==> src/hdl/pst_pkg.sv <==
package pst_pkg;

    localparam int DEPTH_DEF = 64;

    localparam int KIND_W   = 3;
    localparam int COORD_W  = 16;
    localparam int RADIUS_W = 24;
    localparam int STATUS_W = 2;
    localparam int LEN_W    = 7;

    // operation codes carried in the kind field
    localparam logic [KIND_W-1:0] KIND_PUSH   = 3'd0;
    localparam logic [KIND_W-1:0] KIND_POP    = 3'd1;
    localparam logic [KIND_W-1:0] KIND_REMOVE = 3'd2;
    localparam logic [KIND_W-1:0] KIND_COUNT  = 3'd3;
    localparam logic [KIND_W-1:0] KIND_SEARCH = 3'd4;

    // result status codes
    localparam logic [STATUS_W-1:0] ST_OK   = 2'd0;
    localparam logic [STATUS_W-1:0] ST_MISS = 2'd1;
    localparam logic [STATUS_W-1:0] ST_FULL = 2'd2;

    typedef struct packed {
        logic signed [COORD_W-1:0] x;
        logic signed [COORD_W-1:0] y;
    } point_t;

    typedef struct packed {
        logic valid;
        logic hit;
    } dist_rsp_t;

endpackage

==> src/hdl/pst_mem.sv <==
module pst_mem
    import pst_pkg::*;
#(
    parameter int DEPTH = DEPTH_DEF
)
(
    input  logic                                clk,
    input  logic                                rst_n,
    input  logic                                wr_en,
    input  logic [(DEPTH > 1 ? $clog2(DEPTH) : 1)-1:0] wr_addr,
    input  point_t                              wr_data,
    input  logic                                rd_en,
    input  logic [(DEPTH > 1 ? $clog2(DEPTH) : 1)-1:0] rd_addr,
    output logic                                rd_valid,
    output logic [(DEPTH > 1 ? $clog2(DEPTH) : 1)-1:0] rd_addr_q,
    output point_t                              rd_data
);

    localparam int ADDR_W = (DEPTH > 1) ? $clog2(DEPTH) : 1;

    point_t              mem [DEPTH];
    logic                rd_valid_reg;
    logic [ADDR_W-1:0]   rd_addr_reg;
    point_t              rd_data_reg;

    always_ff @(posedge clk)
    begin
        if (wr_en)
        begin
            mem[wr_addr] <= wr_data;
        end
        if (rd_en)
        begin
            rd_data_reg <= mem[rd_addr];
            rd_addr_reg <= rd_addr;
        end
    end

    // tag each read return so the sequencer can match it to its address
    always_ff @(posedge clk or negedge rst_n)
    begin
        if (!rst_n)
        begin
            rd_valid_reg <= 1'b0;
        end
        else
        begin
            rd_valid_reg <= rd_en;
        end
    end

    assign rd_valid  = rd_valid_reg;
    assign rd_addr_q = rd_addr_reg;
    assign rd_data   = rd_data_reg;

endmodule

==> src/hdl/pst_dist.sv <==
module pst_dist
    import pst_pkg::*;
(
    input  logic                clk,
    input  logic                rst_n,
    input  logic                in_valid,
    input  point_t              pt,
    input  logic [RADIUS_W-1:0] radius,
    output dist_rsp_t           rsp
);

    localparam int SQ_W  = 2 * COORD_W;
    localparam int LIM_W = 2 * RADIUS_W;
    localparam int D_W   = SQ_W + 1 + 16;

    logic [COORD_W-1:0] mag_x;
    logic [COORD_W-1:0] mag_y;
    logic [LIM_W-1:0]   lim_reg;
    logic [SQ_W-1:0]    sq_x_reg;
    logic [SQ_W-1:0]    sq_y_reg;
    logic               sq_valid_reg;
    dist_rsp_t          rsp_reg;
    logic [SQ_W:0]      sum;
    logic [D_W-1:0]     dist_sq;

    // magnitude of a 16-bit signed value fits 16 unsigned bits, -32768 included
    assign mag_x = pt.x[COORD_W-1] ? COORD_W'(-pt.x) : COORD_W'(pt.x);
    assign mag_y = pt.y[COORD_W-1] ? COORD_W'(-pt.y) : COORD_W'(pt.y);

    assign sum     = {1'b0, sq_x_reg} + {1'b0, sq_y_reg};
    assign dist_sq = {sum, 16'h0000};

    always_ff @(posedge clk)
    begin
        lim_reg  <= LIM_W'(radius) * LIM_W'(radius);
        sq_x_reg <= SQ_W'(mag_x) * SQ_W'(mag_x);
        sq_y_reg <= SQ_W'(mag_y) * SQ_W'(mag_y);
    end

    always_ff @(posedge clk or negedge rst_n)
    begin
        if (!rst_n)
        begin
            sq_valid_reg <= 1'b0;
            rsp_reg      <= '0;
        end
        else
        begin
            sq_valid_reg  <= in_valid;
            rsp_reg.valid <= sq_valid_reg;
            rsp_reg.hit   <= (dist_sq <= D_W'(lim_reg));
        end
    end

    assign rsp = rsp_reg;

endmodule

==> src/hdl/point_stack_table_with_radius_count_unit.sv <==
// Push, pop and unused kinds pass through the exec and result states to a registered output.
// Search and remove scan newest first, one entry per cycle; remove then moves each point
// newer than the match one slot down, to close the gap.
// Radius count reads every stored entry through the distance pipeline. One item in flight at a time.
// Reset (rst_n, async, low) empties the table; point memory contents stay undefined.
module point_stack_table_with_radius_count_unit
    import pst_pkg::*;
#(
    parameter int DEPTH = DEPTH_DEF
)
(
    input  logic                       clk,
    input  logic                       rst_n,
    input  logic                       in_valid,
    output logic                       in_stall,
    input  logic [KIND_W-1:0]          kind,
    input  logic signed [COORD_W-1:0]  px,
    input  logic signed [COORD_W-1:0]  py,
    input  logic [RADIUS_W-1:0]        radius,
    output logic                       out_valid,
    input  logic                       out_stall,
    output logic [STATUS_W-1:0]        status,
    output logic                       found,
    output logic [LEN_W-1:0]           within_count,
    output logic [LEN_W-1:0]           length
);

    localparam int ADDR_W = (DEPTH > 1) ? $clog2(DEPTH) : 1;
    localparam int OCC_W  = $clog2(DEPTH + 1);

    typedef enum logic [4:0] {
        S_IDLE   = 5'b00001,
        S_EXEC   = 5'b00010,
        S_SCAN   = 5'b00100,
        S_SHIFT  = 5'b01000,
        S_RESULT = 5'b10000
    } state_t;

    state_t                state_reg, state_next;
    logic [OCC_W-1:0]      occ_reg, occ_next;
    logic [ADDR_W-1:0]     issue_addr_reg, issue_addr_next;
    logic                  issue_on_reg, issue_on_next;
    logic [ADDR_W-1:0]     key_addr_reg, key_addr_next;
    logic [OCC_W-1:0]      cnt_reg, cnt_next;
    logic [OCC_W-1:0]      within_reg, within_next;
    logic [STATUS_W-1:0]   res_status_reg, res_status_next;
    logic                  res_found_reg, res_found_next;

    // item payload, held for the whole operation
    logic [KIND_W-1:0]     kind_reg;
    point_t                item_pt_reg;
    logic [RADIUS_W-1:0]   radius_reg;

    // output slot
    logic                  out_valid_reg, out_valid_next;
    logic [STATUS_W-1:0]   status_reg;
    logic                  found_reg;
    logic [LEN_W-1:0]      within_count_reg;
    logic [LEN_W-1:0]      length_reg;

    logic                  in_accept;
    logic                  out_load;
    logic                  wr_en;
    logic [ADDR_W-1:0]     wr_addr;
    point_t                wr_data;
    logic                  rd_valid;
    logic [ADDR_W-1:0]     rd_addr_q;
    point_t                rd_data;
    dist_rsp_t             dist_rsp;
    logic [ADDR_W-1:0]     last_addr;
    logic [OCC_W-1:0]      last_cnt;

    // Point memory: one write port, one read port with a registered, address-tagged return.
    // Accesses never touch the same entry in one cycle: a push writes while nothing reads,
    // and the compaction writes an entry two below the one being read.
    pst_mem #(
        .DEPTH (DEPTH)
    ) u_mem (
        .clk       (clk),
        .rst_n     (rst_n),
        .wr_en     (wr_en),
        .wr_addr   (wr_addr),
        .wr_data   (wr_data),
        .rd_en     (issue_on_reg),
        .rd_addr   (issue_addr_reg),
        .rd_valid  (rd_valid),
        .rd_addr_q (rd_addr_q),
        .rd_data   (rd_data)
    );

    // Distance test pipeline: squares, then sum and compare against radius squared.
    pst_dist u_dist (
        .clk      (clk),
        .rst_n    (rst_n),
        .in_valid (rd_valid),
        .pt       (rd_data),
        .radius   (radius_reg),
        .rsp      (dist_rsp)
    );

    assign in_stall  = (state_reg != S_IDLE);
    assign in_accept = in_valid && !in_stall;

    // slot of the newest point, and the count that marks the last scanned entry
    assign last_addr = ADDR_W'(occ_reg - 1'b1);
    assign last_cnt  = occ_reg - 1'b1;

    always_comb
    begin
        state_next      = state_reg;
        occ_next        = occ_reg;
        issue_addr_next = issue_addr_reg;
        issue_on_next   = issue_on_reg;
        key_addr_next   = key_addr_reg;
        cnt_next        = cnt_reg;
        within_next     = within_reg;
        res_status_next = res_status_reg;
        res_found_next  = res_found_reg;
        wr_en           = 1'b0;
        wr_addr         = ADDR_W'(occ_reg);
        wr_data         = item_pt_reg;
        out_load        = 1'b0;

        unique case (state_reg)
            S_IDLE:
            begin
                if (in_accept)
                begin
                    state_next = S_EXEC;
                end
            end

            S_EXEC:
            begin
                res_status_next = ST_OK;
                res_found_next  = 1'b0;
                within_next     = '0;
                cnt_next        = '0;
                state_next      = S_RESULT;
                unique case (kind_reg)
                    KIND_PUSH:
                    begin
                        // drop the point when the table is full
                        if (occ_reg == OCC_W'(DEPTH))
                        begin
                            res_status_next = ST_FULL;
                        end
                        else
                        begin
                            wr_en    = 1'b1;
                            occ_next = occ_reg + 1'b1;
                        end
                    end
                    KIND_POP:
                    begin
                        if (occ_reg == '0)
                        begin
                            res_status_next = ST_MISS;
                        end
                        else
                        begin
                            occ_next = occ_reg - 1'b1;
                        end
                    end
                    KIND_REMOVE, KIND_SEARCH:
                    begin
                        if (occ_reg == '0)
                        begin
                            // only remove reports a miss; search just leaves found low
                            if (kind_reg == KIND_REMOVE)
                            begin
                                res_status_next = ST_MISS;
                            end
                        end
                        else
                        begin
                            // scan from the newest slot down
                            issue_addr_next = last_addr;
                            issue_on_next   = 1'b1;
                            state_next      = S_SCAN;
                        end
                    end
                    KIND_COUNT:
                    begin
                        if (occ_reg != '0)
                        begin
                            issue_addr_next = last_addr;
                            issue_on_next   = 1'b1;
                            state_next      = S_SCAN;
                        end
                    end
                    default:
                    begin
                        // unused kinds change nothing
                    end
                endcase
            end

            S_SCAN:
            begin
                // advance the read pointer toward slot zero
                if (issue_on_reg)
                begin
                    if (issue_addr_reg == '0)
                    begin
                        issue_on_next = 1'b0;
                    end
                    else
                    begin
                        issue_addr_next = issue_addr_reg - 1'b1;
                    end
                end

                if (kind_reg == KIND_COUNT)
                begin
                    // every stored entry comes back through the distance pipeline once
                    if (dist_rsp.valid)
                    begin
                        cnt_next    = cnt_reg + 1'b1;
                        within_next = within_reg + OCC_W'(dist_rsp.hit);
                        if (cnt_reg == last_cnt)
                        begin
                            state_next = S_RESULT;
                        end
                    end
                end
                else if (rd_valid)
                begin
                    if (rd_data == item_pt_reg)
                    begin
                        // newest match found: stop the scan, drop the read still in flight
                        issue_on_next = 1'b0;
                        if (kind_reg == KIND_SEARCH)
                        begin
                            res_found_next = 1'b1;
                            state_next     = S_RESULT;
                        end
                        else if (rd_addr_q == last_addr)
                        begin
                            // match is the newest point: no gap to close
                            occ_next   = occ_reg - 1'b1;
                            state_next = S_RESULT;
                        end
                        else
                        begin
                            key_addr_next   = rd_addr_q;
                            issue_addr_next = rd_addr_q + 1'b1;
                            issue_on_next   = 1'b1;
                            state_next      = S_SHIFT;
                        end
                    end
                    else if (rd_addr_q == '0)
                    begin
                        // whole table read without a match
                        if (kind_reg == KIND_REMOVE)
                        begin
                            res_status_next = ST_MISS;
                        end
                        state_next = S_RESULT;
                    end
                end
            end

            S_SHIFT:
            begin
                // read the newer points upward, one per cycle
                if (issue_on_reg)
                begin
                    if (issue_addr_reg == last_addr)
                    begin
                        issue_on_next = 1'b0;
                    end
                    else
                    begin
                        issue_addr_next = issue_addr_reg + 1'b1;
                    end
                end

                // write each one a slot lower; the stale scan return lies below the key
                if (rd_valid && (rd_addr_q > key_addr_reg))
                begin
                    wr_en   = 1'b1;
                    wr_addr = rd_addr_q - 1'b1;
                    wr_data = rd_data;
                    if (rd_addr_q == last_addr)
                    begin
                        occ_next   = occ_reg - 1'b1;
                        state_next = S_RESULT;
                    end
                end
            end

            S_RESULT:
            begin
                // hold until the output slot is free
                if (!out_valid_reg || !out_stall)
                begin
                    out_load   = 1'b1;
                    state_next = S_IDLE;
                end
            end

            default:
            begin
                state_next = S_IDLE;
            end
        endcase
    end

    always_comb
    begin
        out_valid_next = out_valid_reg;
        if (out_load)
        begin
            out_valid_next = 1'b1;
        end
        else if (!out_stall)
        begin
            out_valid_next = 1'b0;
        end
    end

    always_ff @(posedge clk or negedge rst_n)
    begin
        if (!rst_n)
        begin
            state_reg      <= S_IDLE;
            occ_reg        <= '0;
            issue_addr_reg <= '0;
            issue_on_reg   <= 1'b0;
            key_addr_reg   <= '0;
            cnt_reg        <= '0;
            within_reg     <= '0;
            res_status_reg <= ST_OK;
            res_found_reg  <= 1'b0;
            out_valid_reg  <= 1'b0;
        end
        else
        begin
            state_reg      <= state_next;
            occ_reg        <= occ_next;
            issue_addr_reg <= issue_addr_next;
            issue_on_reg   <= issue_on_next;
            key_addr_reg   <= key_addr_next;
            cnt_reg        <= cnt_next;
            within_reg     <= within_next;
            res_status_reg <= res_status_next;
            res_found_reg  <= res_found_next;
            out_valid_reg  <= out_valid_next;
        end
    end

    // payload registers: item on accept, result on load
    always_ff @(posedge clk)
    begin
        if (in_accept)
        begin
            kind_reg      <= kind;
            item_pt_reg.x <= px;
            item_pt_reg.y <= py;
            radius_reg    <= radius;
        end
        if (out_load)
        begin
            status_reg       <= res_status_reg;
            found_reg        <= res_found_reg;
            within_count_reg <= LEN_W'(within_reg);
            length_reg       <= LEN_W'(occ_reg);
        end
    end

    assign out_valid    = out_valid_reg;
    assign status       = status_reg;
    assign found        = found_reg;
    assign within_count = within_count_reg;
    assign length       = length_reg;

    // table never grows past its depth
    a_occ_bound: assert property (@(posedge clk) disable iff (!rst_n)
        occ_reg <= OCC_W'(DEPTH))
        else $error("occupancy beyond depth");

    // reads stay inside the stored part of the table
    a_rd_in_range: assert property (@(posedge clk) disable iff (!rst_n)
        issue_on_reg |-> (OCC_W'(issue_addr_reg) < occ_reg))
        else $error("read beyond occupancy");

    // writes land at most one slot past the newest point
    a_wr_in_range: assert property (@(posedge clk) disable iff (!rst_n)
        wr_en |-> ((OCC_W'(wr_addr) <= occ_reg) && (state_reg != S_IDLE)))
        else $error("write outside the table");

    // a loaded result reports the occupancy left by its operation
    a_len_match: assert property (@(posedge clk) disable iff (!rst_n)
        out_load |=> (length == LEN_W'(occ_reg)))
        else $error("length does not match occupancy");

endmodule

==> config.mk <==
export PLATFORM = sky130hd
export DESIGN_NAME = point_stack_table_with_radius_count_unit
export DESIGN_NICKNAME = d
export VERILOG_FILES = /design/src/hdl/pst_pkg.sv /design/src/hdl/pst_mem.sv /design/src/hdl/pst_dist.sv /design/src/hdl/point_stack_table_with_radius_count_unit.sv
export SDC_FILE = /design/constraint.sdc
export NUM_CORES = 2
export LEC_CHECK = 0
export BUFFER_PORTS_ARGS = -buffer_cell sky130_fd_sc_hd__clkbuf_2
export CORE_ASPECT_RATIO = 1.2
export CORE_MARGIN = 4
export CORE_UTILIZATION = 30
export DETAILED_ROUTE_END_ITERATION = 12
export PLACE_DENSITY = 0.55
export SYNTH_ARGS = -nofsm -noshare
export SYNTH_HDL_FRONTEND = slang
export SYNTH_SLANG_ARGS = --single-unit
==> constraint.sdc <==
create_clock -name clk -period 14.65 [get_ports clk]
set_input_delay 2.1975 -clock clk [delete_from_list [all_inputs] [get_ports clk]]
set_output_delay 2.1975 -clock clk [all_outputs]
set_load 0.02 [all_outputs]
==> flow_summary.json <==
{
  "max_freq_mhz": 105,
  "synthArstFlopShare_pct": 2.03,
  "worstHoldStart": "u_dist.sq_valid_reg",
  "r2r_end": "u_dist.sq_x_reg[31]",
  "gp_congestion": 0.854,
  "drv_cap": 0,
  "dieArea_um2": 411000,
  "fillCellCount": 37852,
  "grt_max_degree": 103,
  "yosysWarnings": 0,
  "io_pins": 82,
  "arrival_ps": 10340,
  "crit_end": "u_dist.sq_x_reg[31]",
  "cts-buffers-inserted": 231,
  "critPathLaunchType": "register",
  "grt_use_total_pct": 15.7,
  "insertion_delay_ps": 930,
  "htree_levels": 4,
  "multiInputGateArea_um2": 47200,
  "grt_pass1_vias": 69138,
  "dieWidth_um": 586,
  "area_growth_pct": 12.7,
  "io_buffer_count": 81,
  "reg2reg_from": "u_mem.rd_data[16]",
  "reg2reg_slack_ps": 5130,
  "cts_hold_buf": 0,
  "synth_cells": 7459,
  "finalNetCount": 8934,
  "worstPathRequired_ps": 15470,
  "finalCriticalPeriod_ps": 9520,
  "synth_cell_types": 88,
  "drive_above_1_share_pct": 17.6,
  "syn_area_per_cell_um2": 16.1,
  "cts.sinks": 2318,
  "largest_reg_flops": 2048,
  "status": "complete, no violations",
  "hpwl_mm": 207,
  "period_share_pct": 65.0,
  "worst_pin_slew_ps": 1360,
  "r2r_cells": 30,
  "initial_core_util_pct": 30.1,
  "vias": 64227,
  "rsz0062_at_grt": "no",
  "synth_edf_count": 2162,
  "post-route-drc-count": 0,
  "cp_max_fo": 17,
  "synth_seq_cells": 2318,
  "clk_pin_slew_ps": 60,
  "crit_slowest_cell": "xor2_1",
  "routed_wl_mm": 326,
  "synth_area_um2": 120000,
  "post-cts-setup-buffer-count": 0,
  "drt_iter0_markers": 5402,
  "max_stage_delay_ps": 640,
  "drt-vias-per-instance": 4.89,
  "cp.depth": 30,
  "skew_ps": 107,
  "rows": 254,
  "routedWlPerCell_um": 24.8,
  "seqCellArea_um2": 68300,
  "synth_seq_area_share_pct": 56.8,
  "synthFlopType": "edfxtp_1",
  "slew_viol_final": 0,
  "crit_buf_inv": 7,
  "cts_tree": "yes",
  "hold_violations": 0,
  "root_buffer": "clkbuf_16",
  "grt-ovfl-total": 0,
  "setup_viol": 0,
  "grt_pass1_wl_mm": 477,
  "crit_type": "reg2reg",
  "ant_nets": 0,
  "clockBufferDepth": 4,
  "max_slew_margin_pct": 9.48,
  "core_area_um2": 399000,
  "antenna_found_initial": 26,
  "die_h_um": 701,
  "hp-class": "reg2reg",
  "crit_start": "u_mem.rd_data[16]",
  "cp_top_family": "adder cells",
  "worstSetupEndpointType": "register",
  "tns_ps": 0,
  "drt-pass1-iter-count": 6,
  "post_cts_resized": 0
}
-- cell usage in the layout (no fill, tap or decap), drive strengths merged, types with 36 or more instances in the layout --
cell type,count
edfxtp,2162
inv,1124
fa,748
mux4,672
ha,452
nand2,402
clkbuf,339
nor2,311
buf,151
a21oi,144
clkinv,136
xnor2,132
and2,121
xor2,111
dfxtp,109
a21o,80
o21ai,77
nand3,60
dfrtp,46
mux2,38
nor3,36
-- worst min-delay path by stage --
stage          slack (ps)  depth (start not counted)             to
2_1_floorplan         330                          0  u_dist.rsp[1]
3_3_place_gp          330                          0  u_dist.rsp[1]
3_5_place_dp          350                          0  u_dist.rsp[1]
4_1_cts               360                          0  u_dist.rsp[1]
5_1_grt               360                          0  u_dist.rsp[1]
6_report              360                          0  u_dist.rsp[1]
-- per-layer routing --
metal,track usage (%),wire length (um),up-vias
met5,0,41,-
met2,27.9,168000,1802
met4,4.54,9860,6
met3,2.00,16400,473
met1,20.1,131000,34583
li1,-,-,27363
-- synth_stat cells, types with 24 or more instances --
master / instances / share of area, %
fa_1: 748 / 12
edfxtp_1: 2162 / 54
dfxtp_1: 109 / 1.8
a21oi_1: 144 / 0.60
buf_1: 57 / 0.18
nor2_1: 310 / 0.97
xor2_1: 110 / 0.80
nand3_1: 60 / 0.25
clkbuf_1: 204 / 0.64
mux4_2: 672 / 13
o21ai_0: 71 / 0.30
ha_1: 452 / 4.7
o21a_1: 28 / 0.17
mux2_2: 38 / 0.36
nor3_1: 35 / 0.15
xnor2_1: 130 / 0.95
and2_1: 121 / 0.63
a21o_1: 80 / 0.50
nand4_1: 28 / 0.15
dfrtp_1: 46 / 0.96
nand2_1: 402 / 1.3
nor2b_1: 24 / 0.12
inv_1: 1111 / 3.5
-- cell type report --
cell class	instances	area share (%)
antenna	15	0.0277
clock buffer	258	4.38
clock inverter	164	1.17
inverter	1129	3.13
multi-input combinational	3759	34.8
sequential	2318	50.4
tap	5248	4.85
timing repair buffer	232	1.18
-- through the flow --
stage	hold WS, ps	std cells	utilization [%]	worst slack [ps]	instance area, um2
2_1_floorplan	331	7479	-	6530	120000
6_report	356	13123	34.0	5130	135000
5_1_grt	361	13109	34.0	4470	135000
3_5_place_dp	347	12686	32.1	5110	128000
3_3_place_gp	335	12686	32.1	5310	128000
4_1_cts	361	13108	34.0	5040	135000
-- cell families (layout without fill, tap and decap cells) --
group	count (synthesis)	in the layout	share of synthesized area, %
and+or+nand+nor	1093	1093	4.20
xor gates and xnor gates	244	244	1.81
buffers and inverters	1402	1783	4.40
muxes	716	716	13.0
adders and majority gates	1200	1200	17.2
other	2	37	0.00625
AOI/OAI and AO/OA	484	484	2.62
DFF	2318	2318	56.8
Power is left out: the tool's default activity adds up to more than one toggle a clock period on the data nets, which glitch-free logic cannot reach.
